### src/sv/delp_pkg.sv
package delp_pkg;

  // Default sizes of the debounce counter and the internal time base
  localparam int DEF_COUNT_BITS = 16;
  localparam int DEF_TIME_BITS  = 32;

  // Fixed field and register widths
  localparam int MS_W      = 32;
  localparam int LIMIT_W   = 16;
  localparam int APB_DW    = 32;
  localparam int APB_AW    = 4;

  // Register reset values
  localparam logic [LIMIT_W-1:0] RST_DEBOUNCE_LIMIT = LIMIT_W'(8);
  localparam logic               RST_ACTIVE_LEVEL   = 1'b1;
  localparam logic [MS_W-1:0]    RST_HIGH_LONG_MS   = '0;
  localparam logic [MS_W-1:0]    RST_LOW_LONG_MS    = '0;

  // Register word indexes (byte address = 4 * index)
  typedef enum logic [1:0] {
    REG_DEBOUNCE_LIMIT = 2'd0,
    REG_ACTIVE_LEVEL   = 2'd1,
    REG_HIGH_LONG_MS   = 2'd2,
    REG_LOW_LONG_MS    = 2'd3
  } reg_idx_t;

  // Configuration as seen by the datapath
  typedef struct packed {
    logic [LIMIT_W-1:0] debounce_limit;
    logic               active_level;
    logic [MS_W-1:0]    high_long_limit_ms;
    logic [MS_W-1:0]    low_long_limit_ms;
  } cfg_t;

  // One sample tick
  typedef struct packed {
    logic            pin_level;
    logic [MS_W-1:0] now_ms;
    logic            ignore_next_rise;
    logic            ignore_next_fall;
    logic            clear_events;
    logic            check_long;
  } item_t;

  // One result beat
  typedef struct packed {
    logic            debounced_level;
    logic            rise_pending;
    logic            fall_pending;
    logic            edge_pending;
    logic [MS_W-1:0] high_time_ms;
    logic [MS_W-1:0] low_time_ms;
    logic            high_long;
    logic            low_long;
  } res_t;

  // Single-bit state of the debouncer
  typedef struct packed {
    logic stable_level;
    logic rise_flag;
    logic fall_flag;
    logic any_flag;
    logic skip_rise;
    logic skip_fall;
    logic rise_valid;
    logic fall_valid;
  } flags_t;

endpackage

### src/sv/debounce_edge_long_press_core.sv
// Counter debouncer with edge flags and long-press detection.
// An accepted input beat is held in the input register; its result then sits in the result register on out_valid.
// Throughput: one beat per cycle; input register and result register are both
// held only while out_ready is low, and one pass of the step logic updates all state.
// Reset (rst_n low, synchronous): state, stamps and flags cleared, registers to defaults.
module debounce_edge_long_press_core #(
  parameter int COUNT_BITS = delp_pkg::DEF_COUNT_BITS,
  parameter int TIME_BITS  = delp_pkg::DEF_TIME_BITS
) (
  input  logic                        clk,
  input  logic                        rst_n,
  // configuration
  input  logic                        psel,
  input  logic                        penable,
  input  logic                        pwrite,
  input  logic [delp_pkg::APB_AW-1:0] paddr,
  input  logic [delp_pkg::APB_DW-1:0] pwdata,
  output logic [delp_pkg::APB_DW-1:0] prdata,
  output logic                        pready,
  // input channel
  input  logic                        in_valid,
  output logic                        in_ready,
  input  logic                        in_pin_level,
  input  logic [delp_pkg::MS_W-1:0]   in_now_ms,
  input  logic                        in_ignore_next_rise,
  input  logic                        in_ignore_next_fall,
  input  logic                        in_clear_events,
  input  logic                        in_check_long,
  // result channel
  output logic                        out_valid,
  input  logic                        out_ready,
  output logic                        out_debounced_level,
  output logic                        out_rise_pending,
  output logic                        out_fall_pending,
  output logic                        out_edge_pending,
  output logic [delp_pkg::MS_W-1:0]   out_high_time_ms,
  output logic [delp_pkg::MS_W-1:0]   out_low_time_ms,
  output logic                        out_high_long,
  output logic                        out_low_long
);
  import delp_pkg::*;

  cfg_t                  cfg_r;
  reg_idx_t              reg_idx;
  logic                  cfg_wr;

  item_t                 item_r;
  logic                  item_vld_r;
  res_t                  res_r;
  logic                  res_vld_r;
  logic                  advance;

  flags_t                flags_r;
  flags_t                flags_nxt;
  logic [COUNT_BITS-1:0] count_r;
  logic [COUNT_BITS-1:0] count_nxt;
  logic [TIME_BITS-1:0]  rise_stamp_r;
  logic [TIME_BITS-1:0]  rise_stamp_nxt;
  logic [TIME_BITS-1:0]  fall_stamp_r;
  logic [TIME_BITS-1:0]  fall_stamp_nxt;
  res_t                  res_nxt;

  // Register port
  assign pready  = 1'b1;
  assign reg_idx = reg_idx_t'(paddr[APB_AW-1:2]);
  assign cfg_wr  = psel && penable && pwrite;

  always_ff @(posedge clk) begin
    if (!rst_n) begin
      cfg_r.debounce_limit     <= RST_DEBOUNCE_LIMIT;
      cfg_r.active_level       <= RST_ACTIVE_LEVEL;
      cfg_r.high_long_limit_ms <= RST_HIGH_LONG_MS;
      cfg_r.low_long_limit_ms  <= RST_LOW_LONG_MS;
    end else if (cfg_wr) begin
      case (reg_idx)
        REG_DEBOUNCE_LIMIT: cfg_r.debounce_limit     <= pwdata[LIMIT_W-1:0];
        REG_ACTIVE_LEVEL:   cfg_r.active_level       <= pwdata[0];
        REG_HIGH_LONG_MS:   cfg_r.high_long_limit_ms <= pwdata[MS_W-1:0];
        REG_LOW_LONG_MS:    cfg_r.low_long_limit_ms  <= pwdata[MS_W-1:0];
        default: ;
      endcase
    end
  end

  always_comb begin
    case (reg_idx)
      REG_DEBOUNCE_LIMIT: prdata = APB_DW'(cfg_r.debounce_limit);
      REG_ACTIVE_LEVEL:   prdata = APB_DW'(cfg_r.active_level);
      REG_HIGH_LONG_MS:   prdata = APB_DW'(cfg_r.high_long_limit_ms);
      REG_LOW_LONG_MS:    prdata = APB_DW'(cfg_r.low_long_limit_ms);
      default:            prdata = '0;
    endcase
  end

  // Move the held beat into the result register when that register frees up
  assign advance  = item_vld_r && (!res_vld_r || out_ready);
  assign in_ready = !item_vld_r || advance;

  always_ff @(posedge clk) begin
    if (!rst_n) begin
      item_vld_r <= 1'b0;
    end else if (in_ready) begin
      item_vld_r <= in_valid;
    end
  end

  always_ff @(posedge clk) begin
    if (in_valid && in_ready) begin
      item_r.pin_level        <= in_pin_level;
      item_r.now_ms           <= in_now_ms;
      item_r.ignore_next_rise <= in_ignore_next_rise;
      item_r.ignore_next_fall <= in_ignore_next_fall;
      item_r.clear_events     <= in_clear_events;
      item_r.check_long       <= in_check_long;
    end
  end

  delp_step #(
    .COUNT_BITS (COUNT_BITS),
    .TIME_BITS  (TIME_BITS)
  ) u_step (
    .cfg            (cfg_r),
    .item           (item_r),
    .flags          (flags_r),
    .count          (count_r),
    .rise_stamp     (rise_stamp_r),
    .fall_stamp     (fall_stamp_r),
    .flags_nxt      (flags_nxt),
    .count_nxt      (count_nxt),
    .rise_stamp_nxt (rise_stamp_nxt),
    .fall_stamp_nxt (fall_stamp_nxt),
    .res            (res_nxt)
  );

  // Commit debouncer state as the beat advances
  always_ff @(posedge clk) begin
    if (!rst_n) begin
      flags_r      <= '0;
      count_r      <= '0;
      rise_stamp_r <= '0;
      fall_stamp_r <= '0;
    end else if (advance) begin
      flags_r      <= flags_nxt;
      count_r      <= count_nxt;
      rise_stamp_r <= rise_stamp_nxt;
      fall_stamp_r <= fall_stamp_nxt;
    end
  end

  // Result register
  always_ff @(posedge clk) begin
    if (!rst_n) begin
      res_vld_r <= 1'b0;
    end else if (advance) begin
      res_vld_r <= 1'b1;
    end else if (out_ready) begin
      res_vld_r <= 1'b0;
    end
  end

  always_ff @(posedge clk) begin
    if (advance) begin
      res_r <= res_nxt;
    end
  end

  assign out_valid           = res_vld_r;
  assign out_debounced_level = res_r.debounced_level;
  assign out_rise_pending    = res_r.rise_pending;
  assign out_fall_pending    = res_r.fall_pending;
  assign out_edge_pending    = res_r.edge_pending;
  assign out_high_time_ms    = res_r.high_time_ms;
  assign out_low_time_ms     = res_r.low_time_ms;
  assign out_high_long       = res_r.high_long;
  assign out_low_long        = res_r.low_long;

endmodule

### src/sv/delp_step.sv
module delp_step #(
  parameter int COUNT_BITS = delp_pkg::DEF_COUNT_BITS,
  parameter int TIME_BITS  = delp_pkg::DEF_TIME_BITS
) (
  input  delp_pkg::cfg_t          cfg,
  input  delp_pkg::item_t         item,
  input  delp_pkg::flags_t        flags,
  input  logic [COUNT_BITS-1:0]   count,
  input  logic [TIME_BITS-1:0]    rise_stamp,
  input  logic [TIME_BITS-1:0]    fall_stamp,
  output delp_pkg::flags_t        flags_nxt,
  output logic [COUNT_BITS-1:0]   count_nxt,
  output logic [TIME_BITS-1:0]    rise_stamp_nxt,
  output logic [TIME_BITS-1:0]    fall_stamp_nxt,
  output delp_pkg::res_t          res
);
  import delp_pkg::*;

  localparam int CMP_W  = (COUNT_BITS > LIMIT_W) ? COUNT_BITS : LIMIT_W;
  localparam int LONG_W = (TIME_BITS > MS_W) ? TIME_BITS : MS_W;
  localparam logic [COUNT_BITS-1:0] COUNT_MAX = '1;

  logic [CMP_W-1:0]      limit_x;
  logic [CMP_W-1:0]      cnt_x;
  logic [COUNT_BITS-1:0] cnt_new;
  logic [TIME_BITS-1:0]  now_t;
  logic [TIME_BITS-1:0]  rise_st;
  logic [TIME_BITS-1:0]  fall_st;
  logic [TIME_BITS-1:0]  el_hi;
  logic [TIME_BITS-1:0]  el_lo;
  logic                  pin_act;
  logic                  rise_ev;
  logic                  fall_ev;
  logic                  hl;
  logic                  ll;
  flags_t                f;

  always_comb begin
    // Latch ignore requests before the edge test
    f           = flags;
    f.skip_rise = flags.skip_rise | item.ignore_next_rise;
    f.skip_fall = flags.skip_fall | item.ignore_next_fall;

    // Saturating up/down counter
    limit_x = CMP_W'(cfg.debounce_limit);
    cnt_x   = CMP_W'(count);
    pin_act = (item.pin_level == cfg.active_level);
    cnt_new = count;
    if (pin_act) begin
      if ((cnt_x < limit_x) && (count != COUNT_MAX)) begin
        cnt_new = count + COUNT_BITS'(1);
      end
    end else if (count != '0) begin
      cnt_new = count - COUNT_BITS'(1);
    end

    // Edge detect against the level held before this tick
    now_t   = TIME_BITS'(item.now_ms);
    rise_ev = !flags.stable_level && (CMP_W'(cnt_new) >= limit_x);
    fall_ev = flags.stable_level && (cnt_new == '0);
    rise_st = rise_stamp;
    fall_st = fall_stamp;
    if (rise_ev) begin
      if (!f.skip_rise) f.rise_flag = 1'b1;
      else              f.skip_rise = 1'b0;
      f.any_flag     = 1'b1;
      f.stable_level = 1'b1;
      rise_st        = now_t;
      f.rise_valid   = 1'b1;
      f.fall_valid   = 1'b0;
    end else if (fall_ev) begin
      if (!f.skip_fall) f.fall_flag = 1'b1;
      else              f.skip_fall = 1'b0;
      f.any_flag     = 1'b1;
      f.stable_level = 1'b0;
      fall_st        = now_t;
      f.fall_valid   = 1'b1;
      f.rise_valid   = 1'b0;
    end

    // Elapsed times with wrap
    el_hi = now_t - rise_st;
    el_lo = now_t - fall_st;

    // Long-state checks: high re-arms, low is one-shot
    hl = item.check_long && f.rise_valid &&
         (LONG_W'(el_hi) >= LONG_W'(cfg.high_long_limit_ms));
    ll = item.check_long && f.fall_valid &&
         (LONG_W'(el_lo) >= LONG_W'(cfg.low_long_limit_ms));

    res.debounced_level = f.stable_level;
    res.rise_pending    = f.rise_flag;
    res.fall_pending    = f.fall_flag;
    res.edge_pending    = f.any_flag;
    res.high_time_ms    = f.stable_level ? MS_W'(el_hi) : '0;
    res.low_time_ms     = f.stable_level ? '0 : MS_W'(el_lo);
    res.high_long       = hl;
    res.low_long        = ll;

    if (hl) rise_st = now_t;
    if (ll) f.fall_valid = 1'b0;

    // Drop pending flags after reporting them, when clear_events is set
    if (item.clear_events) begin
      f.rise_flag = 1'b0;
      f.fall_flag = 1'b0;
      f.any_flag  = 1'b0;
    end

    flags_nxt      = f;
    count_nxt      = cnt_new;
    rise_stamp_nxt = rise_st;
    fall_stamp_nxt = fall_st;
  end

endmodule
### config.mk
export PLATFORM = sky130hd
export DESIGN_NAME = debounce_edge_long_press_core
export DESIGN_NICKNAME = d
export VERILOG_FILES = /design/src/sv/delp_pkg.sv /design/src/sv/debounce_edge_long_press_core.sv /design/src/sv/delp_step.sv
export SDC_FILE = /design/constraint.sdc
export NUM_CORES = 1
export LEC_CHECK = 0
export BUFFER_PORTS_ARGS = -buffer_cell sky130_fd_sc_hd__clkbuf_2
export CORE_ASPECT_RATIO = 1.25
export CORE_MARGIN = 5
export CORE_UTILIZATION = 45
export CTS_CLUSTER_SIZE = 25
export DETAILED_ROUTE_END_ITERATION = 12
export SLEW_MARGIN = 25
export SYNTH_ARGS = -nofsm -noshare
export SYNTH_HDL_FRONTEND = slang
export SYNTH_HIERARCHICAL = 1
export SYNTH_SLANG_ARGS = --single-unit
### constraint.sdc
create_clock -name clk -period 13.4 [get_ports clk]
set_input_delay 0.67 -clock clk [delete_from_list [all_inputs] [get_ports clk]]
set_output_delay 0.67 -clock clk [all_outputs]
set_load 0.01 [all_outputs]
==> metrics.txt, run 1 <==
Max Cap Viol=0; WS Path Type=reg2reg; unique cell type count in the Yosys netlist=85; Slowest cell on crit path=xnor2_1; ys async rst share=0%; Max FO, Critical Path=39; Initial DRT Pass Iterations=6; worst min path class=in2reg; initial antenna violation count=0; cell area after synthesis=18,400 µm²; Syn Nets=2,293; Seq/Total Area, Yosys=a little over a third; switching share of power=46.8%; Post-CTS Resized=0; synth top area cells=dfxtp_1, edfxtp_1, ha_1; status=complete, no violations; CP startpoint kind=register; Area Growth Syn to Fin=12.0%; placed cell count=2,679; CP Capture Type=register; Final Util=51.2%; final slew viol count=0; io pins=185; chip height=236 µm; Setup-failing EPs final=0; first-pass GRT wire length=approximately 85,000 µm; minimum clock period=12.14 ns; H-tree levels=1; Clock Latency Late Sink=0.58 ns; Port Buffers=181; Yosys reg bits=278; post-route ant nets=0; root buffer cell=clkbuf_16; vias per std cell=5.67; LEAKAGE=8.46 nW; hold-critical path endpoint=item_r[2]; setup TNS=0 ns; hold-critical path depth=1; endpoints failing hold=0; Synth area leader=dfxtp_1; Flop pwr share=20.9%; fin crit share=90.6%; drt first-iter violations=1,088; Area after DPL=19,600 µm²; clock buffer depth=3; final cell count without fillers=2,736; EDFF count, synth=107; syn avg cell area=between 8 and 9 µm²; pwr/cell area=293 nW/µm²; Slew Limit Headroom=between 30% and 40%; dpl hpwl=40,400 µm; GRT Overall Usage=23.7%; via count=15,500; Worst Hold Launch=in_ignore_next_fall; Internal Power=0.00321 W; synth warn=6; CP Data Required Time=13.90 ns; routed wire length=approximately 56,000 µm; Setup Skew=0.0241 ns; sw power=~0.0028 W; total die area=45,100 µm²; logic gate share of total power=65.2%; Cells after Synth=2,052; Slew @ Worst Pin=between 1 and 1.5 ns; std cell rows=82; number of global-route vias before repair=14,900; Max Clk Rate=0.0824 GHz; Reg2Reg Depth=45; Initial Util=45.7%; cts bufs inserted=31; GP Congestion=0.917; crit path from=count_r[13]; TritonCTS clock tree=built; drt drc=0; clk sinks=278; fin nets=2,408; peak per-stage delay on the critical path=0.73 ns; share of cells above drive strength 1=14.9%; flop2flop setup slack=1.26 ns; Top FF cell, synth=dfxtp_1; Worst Path Arrival=12.64 ns; Synth top area share=18.6%; pin count of the biggest net entering global routing=113; post-CTS setup buffers=0; Die Width=about 190 µm; clk slew on worst S/H paths=0.06 ns; FF-to-FF Start=count_r[13]; Peak VDD IR=between 200 and 250 µV; Hold-fix buffers, CTS=0; Clk network pwr share=around 14%; n_diodes=0; CP most frequent cell=a21oi_1; RSZ-0062 raised after global routing=false; core area=40,300 µm²; GRT overflow=0; Crit Reg-Reg Endpoint=rise_stamp_r[13]; cell area after layout=20,600 µm²; final total power=0.00604 W; wire per inst=20.5 µm
==> cells in the mapped netlist, types with 5 or more instances <==
| master | n |
|---|---|
| or2_2 | 5 |
| edfxtp_1 | 107 |
| and4_1 | 7 |
| a22o_1 | 15 |
| and3_1 | 14 |
| nor3_1 | 23 |
| a21oi_1 | 195 |
| and2_1 | 62 |
| o31ai_1 | 6 |
| clkbuf_1 | 74 |
| a41oi_1 | 6 |
| buf_6 | 5 |
| inv_1 | 147 |
| o21bai_1 | 6 |
| o21ai_0 | 127 |
| a31oi_1 | 5 |
| nor2b_1 | 33 |
| a211o_1 | 5 |
| o31a_1 | 7 |
| a211oi_1 | 5 |
| dfxtp_1 | 171 |
| nand2b_1 | 23 |
| o211ai_1 | 7 |
| buf_4 | 11 |
| nor4_1 | 5 |
| xnor2_1 | 38 |
| buf_1 | 7 |
| nor2_1 | 82 |
| or3_1 | 6 |
| mux2_2 | 38 |
| buf_2 | 21 |
| xor2_1 | 25 |
| mux2i_1 | 142 |
| ha_1 | 159 |
| nand2_1 | 175 |
| or4_1 | 6 |
| a21o_1 | 63 |
| o21a_1 | 10 |
| nand3_1 | 113 |
| nand4_1 | 23 |
==> final cells by class <==
type,count,area [µm²]
Multi-Input combinational cell,1505,10700
Sequential cell,278,6640
Inverter,149,561
Clock buffer,45,858
Tap cell,546,683
Clock inverter,11,121
Timing Repair Buffer,202,1080
Fill cell,3827,19700
==> power groups by stage <==
stage / logic, W / clock network, W / registers [W]
final: 0.00394 / 0.000837 / 0.00126
after global routing: 0.00434 / 0.000896 / 0.00128
after CTS: 0.00393 / 0.000863 / 0.00126
after detailed placement: 0.00390 / 0 / 0.00128
after global placement: 0.00382 / 0 / 0.00128
after floorplan: 0.00275 / 0 / 0.00129
==> routing by layer <==
metal,track usage [%],vias up,part of all wire [%]
met5,0,-,0
met4,9.23,0,4.2
met3,2.72,105,4.9
met2,41.9,432,50
met1,29.4,7425,41
li1,-,7562,-
==> registers in the layout, summed over array words and instances (netlist names) <==
register	flops
out_high_long	1
item_vld_r	1
cfg_r	81
rise_stamp_r	32
out_rise_pending	1
out_low_time_ms	32
count_r	16
fall_stamp_r	32
out_low_long	1
out_fall_pending	1
flags_r	8
out_valid	1
out_edge_pending	1
item_r	37
out_debounced_level	1
out_high_time_ms	32
==> metrics by stage <==
step,hold slack (ns),worst slack [ns]
finish,0.261,1.26
global route,0.229,0.682
CTS,0.220,1.45
detailed placement,0.463,1.53
global placement,0.458,1.53
floorplan,0.445,3.79
==> kinds of logic (layout without fill, tap and decap cells) <==
logic type	after synthesis	count (layout)	share of synthesized area [%]
mux	181	181	10.2
flops	278	278	36.0
buf+inv	269	407	6.12
compound gates	508	508	17.3
xor+xnor	64	64	3.08
simple gates	590	590	16.2
other cells	1	1	0.0204
fa+ha+maj	161	161	11.0
==> how the worst max path moves through the flow <==
| stage | endpoint |
|---|---|
| 5_1_grt | rise_stamp_r[5] |
| 3_3_place_gp | rise_stamp_r[2] |
| 4_1_cts | rise_stamp_r[21] |
| 6_report | rise_stamp_r[13] |
| 2_1_floorplan | rise_stamp_r[10] |
| 3_5_place_dp | rise_stamp_r[21] |
==> critical path: cells and delay by family (launching register included) <==
kind | cells | cell delay, ns
AOI/OAI and AO/OA | 28 | 6.43
xor gates and xnor gates | 2 | 1.15
adders and majority gates | 4 | 1.41
buffers and inverters | 3 | 1.10
DFF | 1 | 0.58
muxes | 1 | 0.35
and+or+nand+nor | 7 | 1.01
==> placed cells by master, fill, tap and decap left out, drive strengths merged, types with 5 or more instances in the layout <==
master / netlist / layout
ha: 159 / 159
or3: 7 / 7
buf: 45 / 22
inv: 148 / 150
clkbuf: 75 / 225
o21bai: 8 / 8
nand2b: 24 / 24
or4: 6 / 6
nand4: 23 / 23
clkinv: 1 / 6
and4: 7 / 7
and2: 63 / 63
xnor2: 39 / 39
and3: 14 / 14
a211oi: 8 / 8
a31oi: 6 / 6
o21a: 10 / 10
mux2: 38 / 38
xor2: 25 / 25
a41oi: 6 / 6
nor4: 8 / 8
nand2: 175 / 175
mux2i: 142 / 142
or2: 5 / 5
nand3: 114 / 114
o211ai: 8 / 8
a211o: 5 / 5
nor3: 25 / 25
nor2b: 33 / 33
dfxtp: 171 / 171
o21ai: 129 / 129
a22o: 15 / 15
nor2: 82 / 82
edfxtp: 107 / 107
a21o: 64 / 64
a21oi: 195 / 195
o31a: 7 / 7
o31ai: 8 / 8
Power figures use the tool's default switching activity.
==> run 2, diff against run 1 <==
Settings changed: REMOVE_ABC_BUFFERS set to 1.
==> metrics.txt, run 2 (synthesis gave the netlist of run 1 again) <==
clk slew on worst S/H paths=0.06 ns (about the same); Die Width=191 µm (unchanged); drt first-iter violations=1,055 (was 1,088); TritonCTS clock tree=built (unchanged); logic gate share of total power=64.8% (was 65.2%); Post-CTS Resized=0 (unchanged); CP startpoint kind=register (unchanged); Slew Limit Headroom=31.1% (was 33.2%); post-CTS setup buffers=0 (unchanged); Internal Power=0.00323 W (was 0.00321 W); cts bufs inserted=31 (unchanged); Area after DPL=19,600 µm² (about the same); Port Buffers=181 (unchanged); n_diodes=0 (unchanged); Max FO, Critical Path=33 (was 39); max reg flops=81 (unchanged); flop2flop setup slack=1.41 ns (was 1.26 ns); Hold-fix buffers, CTS=0 (unchanged); std cell rows=82 (unchanged); Worst Path Arrival=12.43 ns (was 12.64 ns); pwr/cell area=289 nW/µm² (was 293 nW/µm²); worst min path class=in2reg (unchanged); fin nets=2,408 (unchanged); biggest regs=cfg_r (81), item_r (37) (unchanged); Initial DRT Pass Iterations=5 (was 6); most frequent cells in the layout=a21oi_1, clkbuf_2, nand2_1 (unchanged); Reg2Reg Depth=48 (was 45); CP Capture Type=register (unchanged); core area=40,300 µm² (unchanged); CP most frequent cell=a21o_1 (was a21oi_1); Top Family by Delay on Critical Path=compound AO/OA/AOI/OAI gates (unchanged); Worst Hold Launch=in_now_ms[18] (was in_ignore_next_fall); Final Util=51.2% (about the same); clk sinks=278 (unchanged); status=complete, no violations (unchanged); clock buffer depth=3 (unchanged); drt drc=0 (unchanged); final slew viol count=0 (unchanged); post-route ant nets=0 (unchanged); met1 global-route usage=29.5% (was 29.4%); H-tree levels=1 (unchanged); routed wire length=53,700 µm (was 56,100 µm); GRT overflow=0 (unchanged); Initial Util=45.7% (unchanged); Max Cap Viol=0 (unchanged); Peak VDD IR=371 µV (was 237 µV); GRT met2 Usage=40.2% (was 41.9%); minimum clock period=11.99 ns (was 12.14 ns); via count=15,500 (about the same); vias per std cell=5.67 (about the same); Crit Reg-Reg Endpoint=rise_stamp_r[31] (was rise_stamp_r[13]); GRT Overall Usage=23.1% (was 23.7%); Area Growth Syn to Fin=12.2% (was 12.0%); final total power=0.00596 W (was 0.00604 W); fin crit share=89.5% (was 90.6%); met3 GRT Util=2.94% (was 2.72%); Clk network pwr share=14.3% (was 13.9%); FF-to-FF Start=count_r[11] (was count_r[13]); cell area after layout=20,700 µm² (was 20,600 µm²); Flop pwr share=20.9% (about the same); Max Clk Rate=0.0834 GHz (was 0.0824 GHz); hold-critical path endpoint=item_r[22] (was item_r[2]); switching share of power=45.8% (was 46.8%); WS Path Type=reg2reg (unchanged); io pins=185 (unchanged); Setup-failing EPs final=0 (unchanged); setup TNS=0 ns (unchanged); number of global-route vias before repair=15,400 (was 14,900); CP Buf/Inv Count=2 (was 3); CP Data Required Time=13.84 ns (was 13.90 ns); first-pass GRT wire length=84,200 µm (was 85,000 µm); Clock Latency Late Sink=0.60 ns (was 0.58 ns); commonest non-fill, non-tap cell in the layout=a21oi_1 (unchanged); GP Congestion=0.886 (was 0.917); Setup Skew=0.0145 ns (was 0.0241 ns); root buffer cell=clkbuf_16 (unchanged); # fillers=3,815 (was 3,827); pin count of the biggest net entering global routing=91 (was 113); sw power=0.00273 W (was 0.00283 W); share of cells above drive strength 1=14.9% (about the same); LEAKAGE=8.49 nW (was 8.46 nW); initial antenna violation count=1 (was 0); gr busiest metal=met2 (unchanged); Slowest cell on crit path=a221o_2 (was xnor2_1); total die area=45,100 µm² (unchanged); wire per inst=19.6 µm (was 20.5 µm); Top reg by flops=cfg_r (unchanged); Slew @ Worst Pin=1.03 ns (was 1.00 ns); chip height=236 µm (unchanged); hold-critical path depth=1 (unchanged); peak per-stage delay on the critical path=0.62 ns (was 0.73 ns); RSZ-0062 raised after global routing=false (unchanged); endpoints failing hold=0 (unchanged); dpl hpwl=37,700 µm (was 40,400 µm)
==> run 2: area by class of cell <==
class / count / area (µm²) / share of cell area, %
inverter: 149 / 561 / 2.71
tap: 546 / 683 / 3.31
sequential: 278 / 6640 / 32.1
clock inverter: 10 / 95.1 / 0.460
timing repair buffer: 202 / 1090 / 5.26
multi-input combinational: 1505 / 10700 / 51.7
clock buffer: 48 / 911 / 4.41
==> run 2: how the worst max path moves through the flow <==
| stage | from | endpoint | slack (ns) | cells after the start |
|---|---|---|---|---|
| 2_1_floorplan | count_r[2] | rise_stamp_r[31] | 2.02 | 50 |
| 3_3_place_gp | count_r[11] | rise_stamp_r[31] | 1.64 | 50 |
| 3_5_place_dp | count_r[11] | rise_stamp_r[31] | 1.48 | 50 |
| 6_report | count_r[11] | rise_stamp_r[31] | 1.41 | 48 |
| 5_1_grt | count_r[11] | rise_stamp_r[31] | 0.60 | 50 |
| 4_1_cts | count_r[11] | rise_stamp_r[31] | 1.49 | 50 |
==> run 2: power by group through the flow <==
stage | logic (W) | clock network [W] | registers (W)
6_report | 0.00386 | 0.000854 | 0.00124
5_1_grt | 0.00428 | 0.000910 | 0.00126
4_1_cts | 0.00386 | 0.000876 | 0.00125
3_5_place_dp | 0.00383 | 0 | 0.00126
3_3_place_gp | 0.00376 | 0 | 0.00126
2_1_floorplan | 0.00269 | 0 | 0.00130
==> run 2: worst register-to-register path: cells and delay by family (launching register included) <==
family	cells	cell delay [ns]
AO/OA/AOI/OAI	27	6.88
AND/OR/NAND/NOR	11	1.94
adder cells (fa/ha/maj)	5	1.53
flip-flops	1	0.56
buffers and inverters	2	0.35
multiplexers	1	0.33
XOR/XNOR	2	0.28
==> run 2: per-layer routing <==
layer  wire (µm)  vias to the layer above
li1            -                     7561
met1       22900                     7419
met2       26000                      433
met3        2820                       99
met4        2020                        2
met5          13                        -
==> run 2: through the flow <==
stage / worst slack [ns] / hold slack [ns] / instances
after floorplan: 2.02 / 0.445 / 1932
after global placement: 1.64 / 0.457 / 2679
after detailed placement: 1.48 / 0.464 / 2679
after CTS: 1.49 / 0.212 / 2737
after global routing: 0.600 / 0.222 / 2738
final: 1.41 / 0.243 / 2738
